<file path="src/json_top_level_key_extractor_macros.svh">
// Assertion macros used by the key extractor top level.
`ifndef JSON_TOP_LEVEL_KEY_EXTRACTOR_MACROS_SVH
`define JSON_TOP_LEVEL_KEY_EXTRACTOR_MACROS_SVH

// Checked on every clock edge outside reset.
`define JTKE_ASSERT(label, prop, msg) \
    label: assert property (@(posedge clk) disable iff (!rst_n) prop) else $error(msg);

// Checked on every clock edge, reset included.
`define JTKE_ASSERT_ALWAYS(label, prop, msg) \
    label: assert property (@(posedge clk) prop) else $error(msg);

`endif

</file>
<file path="src/jtke_pkg.sv">
package jtke_pkg;

    localparam int KEY_MAX_DEFAULT     = 16;
    localparam int TOKEN_LIMIT_DEFAULT = 63;

    localparam int CFG_WIDTH     = 64;
    localparam int CFG_IDX_WIDTH = 2;
    localparam int KEY_LEN_WIDTH = 5;
    localparam int KEY_CHARS     = 16;
    localparam int COUNT_WIDTH   = 6;

    localparam logic [CFG_IDX_WIDTH-1:0] CFG_KEY_LOW  = 2'd0;
    localparam logic [CFG_IDX_WIDTH-1:0] CFG_KEY_HIGH = 2'd1;
    localparam logic [CFG_IDX_WIDTH-1:0] CFG_KEY_LEN  = 2'd2;

    localparam logic [1:0] KIND_CHAR    = 2'd0;
    localparam logic [1:0] KIND_FOUND   = 2'd1;
    localparam logic [1:0] KIND_MISSING = 2'd2;

    localparam logic [7:0] CH_LBRACE   = 8'h7B;
    localparam logic [7:0] CH_RBRACE   = 8'h7D;
    localparam logic [7:0] CH_LBRACKET = 8'h5B;
    localparam logic [7:0] CH_RBRACKET = 8'h5D;
    localparam logic [7:0] CH_COLON    = 8'h3A;
    localparam logic [7:0] CH_COMMA    = 8'h2C;
    localparam logic [7:0] CH_QUOTE    = 8'h22;
    localparam logic [7:0] CH_SPACE    = 8'h20;

    localparam logic signed [7:0] LEVEL_LIMIT = 8'sd127;
    localparam logic signed [7:0] TOP_BRACE   = 8'sd2;

    typedef struct packed {
        logic [7:0] text_byte;
        logic       end_of_text;
    } in_item_t;

    typedef struct packed {
        logic [7:0] value_byte;
        logic [1:0] result_kind;
        logic       run_last;
    } out_item_t;

    typedef struct packed {
        logic signed [7:0]      brace_level;
        logic signed [7:0]      bracket_level;
        logic [COUNT_WIDTH-1:0] token_count;
        logic                   token_differs;
        logic                   key_matched;
        logic                   text_finished;
    } scan_state_t;

    typedef struct packed {
        logic      have;
        out_item_t item;
    } scan_result_t;

    function automatic logic signed [7:0] level_inc(input logic signed [7:0] level);
        level_inc = (level == LEVEL_LIMIT) ? level : level + 8'sd1;
    endfunction

    function automatic logic signed [7:0] level_dec(input logic signed [7:0] level);
        level_dec = (level == -LEVEL_LIMIT) ? level : level - 8'sd1;
    endfunction

endpackage

</file>
<file path="src/jtke_scan.sv">
module jtke_scan import jtke_pkg::*; #(
    parameter int KEY_MAX     = KEY_MAX_DEFAULT,
    parameter int TOKEN_LIMIT = TOKEN_LIMIT_DEFAULT
) (
    input  scan_state_t              state,
    input  in_item_t                 item,
    input  logic [CFG_WIDTH-1:0]     key_low,
    input  logic [CFG_WIDTH-1:0]     key_high,
    input  logic [KEY_LEN_WIDTH-1:0] key_length,
    output scan_state_t              state_next,
    output scan_result_t             result
);

    localparam logic [COUNT_WIDTH-1:0] KeyMaxC     = COUNT_WIDTH'(KEY_MAX);
    localparam logic [COUNT_WIDTH-1:0] TokenLimitC = COUNT_WIDTH'(TOKEN_LIMIT);
    localparam logic [COUNT_WIDTH-1:0] KeyCharsC   = COUNT_WIDTH'(KEY_CHARS);

    logic [KEY_CHARS-1:0][7:0] key_chars;
    logic [COUNT_WIDTH-1:0]    key_len_used;
    logic [7:0]                key_char;

    assign key_chars = {key_high, key_low};

    always_comb
    begin
        if ({1'b0, key_length} > KeyMaxC)
            key_len_used = KeyMaxC;
        else
            key_len_used = {1'b0, key_length};
    end

    // Key positions past the held characters compare against zero.
    assign key_char = (state.token_count < KeyCharsC)
                      ? key_chars[state.token_count[3:0]] : 8'd0;

    always_comb
    begin
        logic [7:0] b;
        logic       top;
        logic       found;
        logic       emit;

        b          = item.text_byte;
        top        = 1'b0;
        found      = 1'b0;
        emit       = 1'b0;
        state_next = state;
        result     = '0;

        if (!state.text_finished)
        begin
            unique case (b)
                CH_LBRACE:   state_next.brace_level   = level_inc(state.brace_level);
                CH_RBRACE:   state_next.brace_level   = level_dec(state.brace_level);
                CH_LBRACKET: state_next.bracket_level = level_inc(state.bracket_level);
                CH_RBRACKET: state_next.bracket_level = level_dec(state.bracket_level);
                default:     ;
            endcase

            top = (state_next.brace_level < TOP_BRACE) && (state_next.bracket_level == 8'sd0);

            if (top)
            begin
                if (b == CH_COLON || b == CH_COMMA || b == CH_RBRACE)
                begin
                    if (state.key_matched)
                        found = 1'b1;
                    else
                    begin
                        if (!state.token_differs && state.token_count == key_len_used)
                            state_next.key_matched = 1'b1;
                        state_next.token_count   = '0;
                        state_next.token_differs = 1'b0;
                    end
                end
                else if (b != CH_QUOTE && b != CH_LBRACE && b != CH_SPACE)
                begin
                    if (state.token_count < TokenLimitC)
                    begin
                        if (state.key_matched)
                            emit = 1'b1;
                        else if (state.token_count >= key_len_used || key_char != b)
                            state_next.token_differs = 1'b1;
                        state_next.token_count = state.token_count + 1'b1;
                    end
                end
            end

            // A completed value wins over the end of the text.
            priority if (found)
            begin
                result.have             = 1'b1;
                result.item.result_kind = KIND_FOUND;
                result.item.run_last    = 1'b1;
                state_next.text_finished = 1'b1;
            end
            else if (item.end_of_text)
            begin
                result.have             = 1'b1;
                result.item.result_kind = KIND_MISSING;
                result.item.run_last    = 1'b1;
            end
            else if (emit)
            begin
                result.have             = 1'b1;
                result.item.value_byte  = b;
                result.item.result_kind = KIND_CHAR;
            end
            else
                result.have = 1'b0;
        end

        if (item.end_of_text)
            state_next = '0;
    end

endmodule

</file>
<file path="src/json_top_level_key_extractor.sv">
// Channel | Direction | Handshake          | Payload
// cfg     | in        | cfg_write          | cfg_index, cfg_data
// in      | in        | in_valid, in_stall | in_item (text_byte, end_of_text)
// out     | out       | out_valid, out_stall | out_item (value_byte, result_kind, run_last)
//
// One text byte is taken per cycle unless in_stall is high; any result is registered.
// Scan state and result (or skid) register update in the same cycle the item is accepted.
// A two-entry output buffer (result register plus skid register) lets the input run on
// while one result waits; in_stall rises only when both entries are full.
// Reset clears the scan state, the key registers and both output entries; no clearing pass.
module json_top_level_key_extractor import jtke_pkg::*; #(
    parameter int KEY_MAX     = KEY_MAX_DEFAULT,
    parameter int TOKEN_LIMIT = TOKEN_LIMIT_DEFAULT
) (
    input  logic                     clk,
    input  logic                     rst_n,
    input  logic                     cfg_write,
    input  logic [CFG_IDX_WIDTH-1:0] cfg_index,
    input  logic [CFG_WIDTH-1:0]     cfg_data,
    input  logic                     in_valid,
    output logic                     in_stall,
    input  in_item_t                 in_item,
    output logic                     out_valid,
    input  logic                     out_stall,
    output out_item_t                out_item
);

`include "json_top_level_key_extractor_macros.svh"

    logic [CFG_WIDTH-1:0]     key_low_reg;
    logic [CFG_WIDTH-1:0]     key_high_reg;
    logic [KEY_LEN_WIDTH-1:0] key_length_reg;

    scan_state_t  state_reg;
    scan_state_t  state_next;
    scan_result_t scan_res;

    logic      out_valid_reg;
    out_item_t out_item_reg;
    logic      skid_valid_reg;
    out_item_t skid_item_reg;

    logic in_fire;
    logic out_fire;
    logic main_free;

    jtke_scan #(
        .KEY_MAX     (KEY_MAX),
        .TOKEN_LIMIT (TOKEN_LIMIT)
    ) u_scan (
        .state      (state_reg),
        .item       (in_item),
        .key_low    (key_low_reg),
        .key_high   (key_high_reg),
        .key_length (key_length_reg),
        .state_next (state_next),
        .result     (scan_res)
    );

    assign in_stall  = skid_valid_reg;
    assign in_fire   = in_valid && !skid_valid_reg;
    assign out_fire  = out_valid_reg && !out_stall;
    assign main_free = !out_valid_reg || out_fire;
    assign out_valid = out_valid_reg;
    assign out_item  = out_item_reg;

    always_ff @(posedge clk or negedge rst_n)
    begin
        if (!rst_n)
        begin
            key_low_reg    <= '0;
            key_high_reg   <= '0;
            key_length_reg <= '0;
        end
        else if (cfg_write)
        begin
            unique case (cfg_index)
                CFG_KEY_LOW:  key_low_reg    <= cfg_data;
                CFG_KEY_HIGH: key_high_reg   <= cfg_data;
                CFG_KEY_LEN:  key_length_reg <= cfg_data[KEY_LEN_WIDTH-1:0];
                default:      ;
            endcase
        end
    end

    always_ff @(posedge clk or negedge rst_n)
    begin
        if (!rst_n)
            state_reg <= '0;
        else if (in_fire)
            state_reg <= state_next;
    end

    always_ff @(posedge clk or negedge rst_n)
    begin
        if (!rst_n)
        begin
            out_valid_reg  <= 1'b0;
            skid_valid_reg <= 1'b0;
        end
        else if (skid_valid_reg)
        begin
            if (main_free)
            begin
                out_valid_reg  <= 1'b1;
                skid_valid_reg <= 1'b0;
            end
        end
        else if (in_fire && scan_res.have)
        begin
            if (main_free)
                out_valid_reg <= 1'b1;
            else
                skid_valid_reg <= 1'b1;
        end
        else if (out_fire)
            out_valid_reg <= 1'b0;
    end

    always_ff @(posedge clk)
    begin
        if (skid_valid_reg)
        begin
            if (main_free)
                out_item_reg <= skid_item_reg;
        end
        else if (in_fire && scan_res.have)
        begin
            if (main_free)
                out_item_reg <= scan_res.item;
            else
                skid_item_reg <= scan_res.item;
        end
    end

    `JTKE_ASSERT_ALWAYS(a_skid_behind_main, skid_valid_reg |-> out_valid_reg, "skid full while result register empty")
    `JTKE_ASSERT(a_quiet_after_result, state_reg.text_finished |-> !scan_res.have, "result after text finished")
    `JTKE_ASSERT(a_run_last_kind, out_valid_reg |-> ((out_item_reg.result_kind == KIND_CHAR) == !out_item_reg.run_last), "run_last does not match result kind")
    `JTKE_ASSERT(a_level_range, state_reg.brace_level != 8'sh80 && state_reg.bracket_level != 8'sh80, "nesting level out of range")
    `JTKE_ASSERT(a_eot_clears, (in_fire && in_item.end_of_text) |=> state_reg == '0, "state not cleared at end of text")

endmodule
</file>
<file path="config.mk">
export PLATFORM = sky130hd
export DESIGN_NAME = json_top_level_key_extractor
export DESIGN_NICKNAME = d
export VERILOG_FILES = /design/src/jtke_pkg.sv /design/src/jtke_scan.sv /design/src/json_top_level_key_extractor.sv
export VERILOG_INCLUDE_DIRS = /design/src /design/src/src
export SDC_FILE = /design/constraint.sdc
export NUM_CORES = 1
export LEC_CHECK = 0
export ABC_AREA = 1
export BUFFER_PORTS_ARGS = -buffer_cell sky130_fd_sc_hd__buf_2
export CORE_AREA = 2 2 177 179
export CTS_CLUSTER_SIZE = 14
export DETAILED_ROUTE_END_ITERATION = 6
export DIE_AREA = 0 0 179 181
export PLACE_DENSITY = 0.59
export SYNTH_ARGS = -nofsm -noshare
export SYNTH_HDL_FRONTEND = slang
export SYNTH_SLANG_ARGS = --single-unit
</file>
<file path="constraint.sdc">
create_clock -name clk -period 3.7 [get_ports clk]
set_input_delay 0.555 -clock clk [delete_from_list [all_inputs] [get_ports clk]]
set_output_delay 0.555 -clock clk [all_outputs]
set_load 0.02 [all_outputs]
</file>
==> flow_summary.json <==
{
  "status": "complete, no violations",
  "initial_core_util_pct": 33.8,
  "overflow": 0,
  "wl_per_cell_um": 14.5,
  "cp_top_family": "simple AND/OR/NAND/NOR gates",
  "r2r_slack_ps": 800,
  "tns_ps": 0,
  "synth_top_cell_area_share_pct": 39.1,
  "drv_slew": 0,
  "ys_ff_latch": 182,
  "cp_common_cell": "nand2_1",
  "core_um2": 30300,
  "worst_slack_ps": 798,
  "cellLeakagePower_uw": 0.00601,
  "route.met3.wl_mm": 1.44,
  "fin_area_um2": 11700,
  "wirelength_mm": 27.2,
  "fmax_mhz": 345,
  "synthSimpleGateAreaFrac_pct": 30.1,
  "crit_buf_inv": 2,
  "firstDrtPassIters": 5,
  "hpwl_mm": 19.7,
  "vias": 8958,
  "cts_root_buf": "clkbuf_16",
  "synth_edf_count": 22,
  "portBuffers": 92,
  "period_needed_ps": 2900,
  "worstPathCellList": "ha_1 > nand3_2 > inv_1 > nand3_2 > nand2_1 > nand2_1 > nand2_1 > nand2_1 > nor2_1 > nand2_1 > o21ai_4 > nand3_2 > nand3_1 > nand2_1 > a21oi_1 > buf_4",
  "track_usage_pct": 17.4,
  "yosysMostFrequentCell": "nand2_1",
  "die_w_um": 179,
  "drt-initial-drc-count": 615,
  "cp_max_fo": 11,
  "fin_skew_ps": 11.2,
  "route.met2.wl_mm": 12.4,
  "synth_top_family_by_area": "simple AND/OR/NAND/NOR gates",
  "setup.worst_path.start": "state_reg[17]$_DFFE_PN0P_",
  "top_layer": "met4",
  "cp-endpoint": "out_item[3]$_DFFE_PP_",
  "io_pins": 93,
  "cts_resized": 0,
  "fin_nets": 1558,
  "clock_latency_ps": 430,
  "ir_worst_vdd_mv": 0.288,
  "crit_slowest_cell": "dfrtp_1",
  "synth.distinct_cells": 42,
  "required_ps": 3840,
  "crit_cells": 16,
  "syn_inst": 1407,
  "r2r_cells": 16,
  "syn_area_um2": 10300,
  "synthFlopType": "dfrtp_1",
  "worst_pin_slew_ps": 855,
  "period_share_pct": 78.4,
  "cts_sinks": 182,
  "synth_xor_area_share_pct": 1.11,
  "ys_top_cells_by_area": "dfrtp_1, nand2_1, o21ai_0, inv_1, edfxtp_1",
  "r2r-start": "state_reg[17]$_DFFE_PN0P_",
  "pre_cts_ws_ps": 776,
  "fill_cells": 3154,
  "dpl_cell_area_um2": 11100,
  "grt_max_degree": 91,
  "synth-compound-area-share_pct": 11.4,
  "max_cap_viol_count": 0,
  "power_density_nw_per_um2": 523,
  "post-route-drc-count": 0,
  "die-area_um2": 32400,
  "cts_tree": "yes",
  "setup_viol": 0,
  "rsz0062_at_grt": "false",
  "synth.area.mux_share_pct": 0,
  "hold_class": "in2async",
  "drt-met1-wl_mm": 12.9,
  "synthTopCellsByCount": "nand2_1, inv_1, o21ai_0",
  "rr_endpoint": "out_item[3]$_DFFE_PP_",
  "gp_congestion": 0.852,
  "endpoint_kind": "flop",
  "vias_per_cell": 4.78,
  "rows": 64,
  "yosys_warnings": 0,
  "htreeDepth": 4,
  "max_stage_delay_ps": 530,
  "areaGrowthSynthToFinish_pct": 13.9,
  "grt_first_pass_wirelength_mm": 44.9,
  "detail-route-antenna-nets": 0,
  "post-synth-top-area-cell": "dfrtp_1",
  "clk_path_buf_depth": 2,
  "grt_pass1_vias": 8517,
  "drive_gt1_share_pct": 13.0,
  "cts_made_buffers": 17,
  "seq_area_frac_synth_pct": 45.5,
  "ctsHoldBuffers": 0,
  "slew_headroom_pct": 43.0,
  "cp-start-kind": "flop",
  "clk_pin_slew_ps": 80,
  "path_class": "reg2reg",
  "finalHoldViolCount": 0,
  "post-cts-setup-buffer-count": 0,
  "die_height_um": 181,
  "avgSynthCellArea_um2": 7.29,
  "antenna_found_initial": 1,
  "syn_nets": 1499,
  "synthArstFlopShare_pct": 87.9,
  "synth_adder_area_share_pct": 1.46,
  "critPathArrivalTime_ps": 3040
}
## report_power, final
group | switching [µW] | leakage [µW] | internal [µW]
combinational | 1170 | 0.00347 | 561
sequential | 179 | 0.00224 | 2310
clock | 906 | 0.000298 | 978
## cell type report
| class | instances | area (µm²) | share of cell area (%) |
|---|---|---|---|
| Clock inverter | 14 | 179 | 1.53 |
| Sequential cell | 182 | 4670 | 40.0 |
| Timing Repair Buffer | 104 | 569 | 4.88 |
| Multi-Input combinational cell | 953 | 4540 | 38.9 |
| Clock buffer | 18 | 429 | 3.68 |
| Antenna cell | 1 | 2.50 | 0.0214 |
| Tap cell | 396 | 495 | 4.25 |
| Inverter | 208 | 791 | 6.78 |
## worst reg2reg max path, cell delays in order, from the launching register on
cell and delay (ps):
dfrtp_1 530, ha_1 260, nand3_2 120, inv_1 120, nand3_2 110, nand2_1 140, nand2_1 60, nand2_1 50
nand2_1 70, nor2_1 90, nand2_1 90, o21ai_4 220, nand3_2 180, nand3_1 110, nand2_1 100, a21oi_1 140
buf_4 200
## routing by layer
layer | vias up | global-route usage [%]
met2 | 257 | 26.9
li1 | 4570 | -
met1 | 4101 | 24.9
met4 | 0 | 4.52
met5 | - | 0
met3 | 30 | 3.14
## layout by cell type, fill, tap and decap left out, drive strengths merged
| cell | instances |
|---|---|
| o22ai | 15 |
| and2 | 1 |
| buf | 104 |
| nor3 | 18 |
| bufinv | 1 |
| o211ai | 2 |
| a31oi | 1 |
| edfxtp | 22 |
| diode | 1 |
| nand3 | 122 |
| o41ai | 1 |
| xor2 | 11 |
| clkbuf | 18 |
| clkinv | 10 |
| nand4 | 11 |
| nand3b | 3 |
| a21oi | 14 |
| nor2 | 99 |
| dfrtp | 160 |
| or2 | 1 |
| xnor2 | 2 |
| o21ai | 189 |
| nand2 | 449 |
| ha | 12 |
| inv | 211 |
| o311ai | 1 |
| o2111ai | 1 |
## cell families after synthesis
group | count (synthesis)
compound gates | 224
simple gates | 704
buf+inv | 272
xor+xnor | 13
fa+ha+maj | 12
flops | 182
## how the worst min path moves through the flow
stage | start | endpoint | slack, ps
finish | rst_n | key_low_reg[18]$_DFFE_PN0P_ | 90
global route | rst_n | key_low_reg[26]$_DFFE_PN0P_ | 100
CTS | rst_n | key_low_reg[18]$_DFFE_PN0P_ | 80
detailed placement | key_high_reg[22]$_DFFE_PN0P_ | key_high_reg[22]$_DFFE_PN0P_ | 470
global placement | key_low_reg[22]$_DFFE_PN0P_ | key_low_reg[22]$_DFFE_PN0P_ | 460
floorplan | rst_n | in_stall$_DFF_PN0_ | 260
## metrics by stage
stage | std cells | total power [µW] | util (%) | hold slack, ps
2_1_floorplan | 1407 | 3680 | - | 259
3_3_place_gp | 1843 | 4250 | 36.4 | 461
3_5_place_dp | 1843 | 4260 | 36.4 | 468
4_1_cts | 1875 | 6160 | 38.4 | 83.8
5_1_grt | 1876 | 6540 | 38.5 | 102
6_report | 1876 | 6100 | 38.5 | 85.2
No activity file was read; power rests on OpenSTA's default activity.
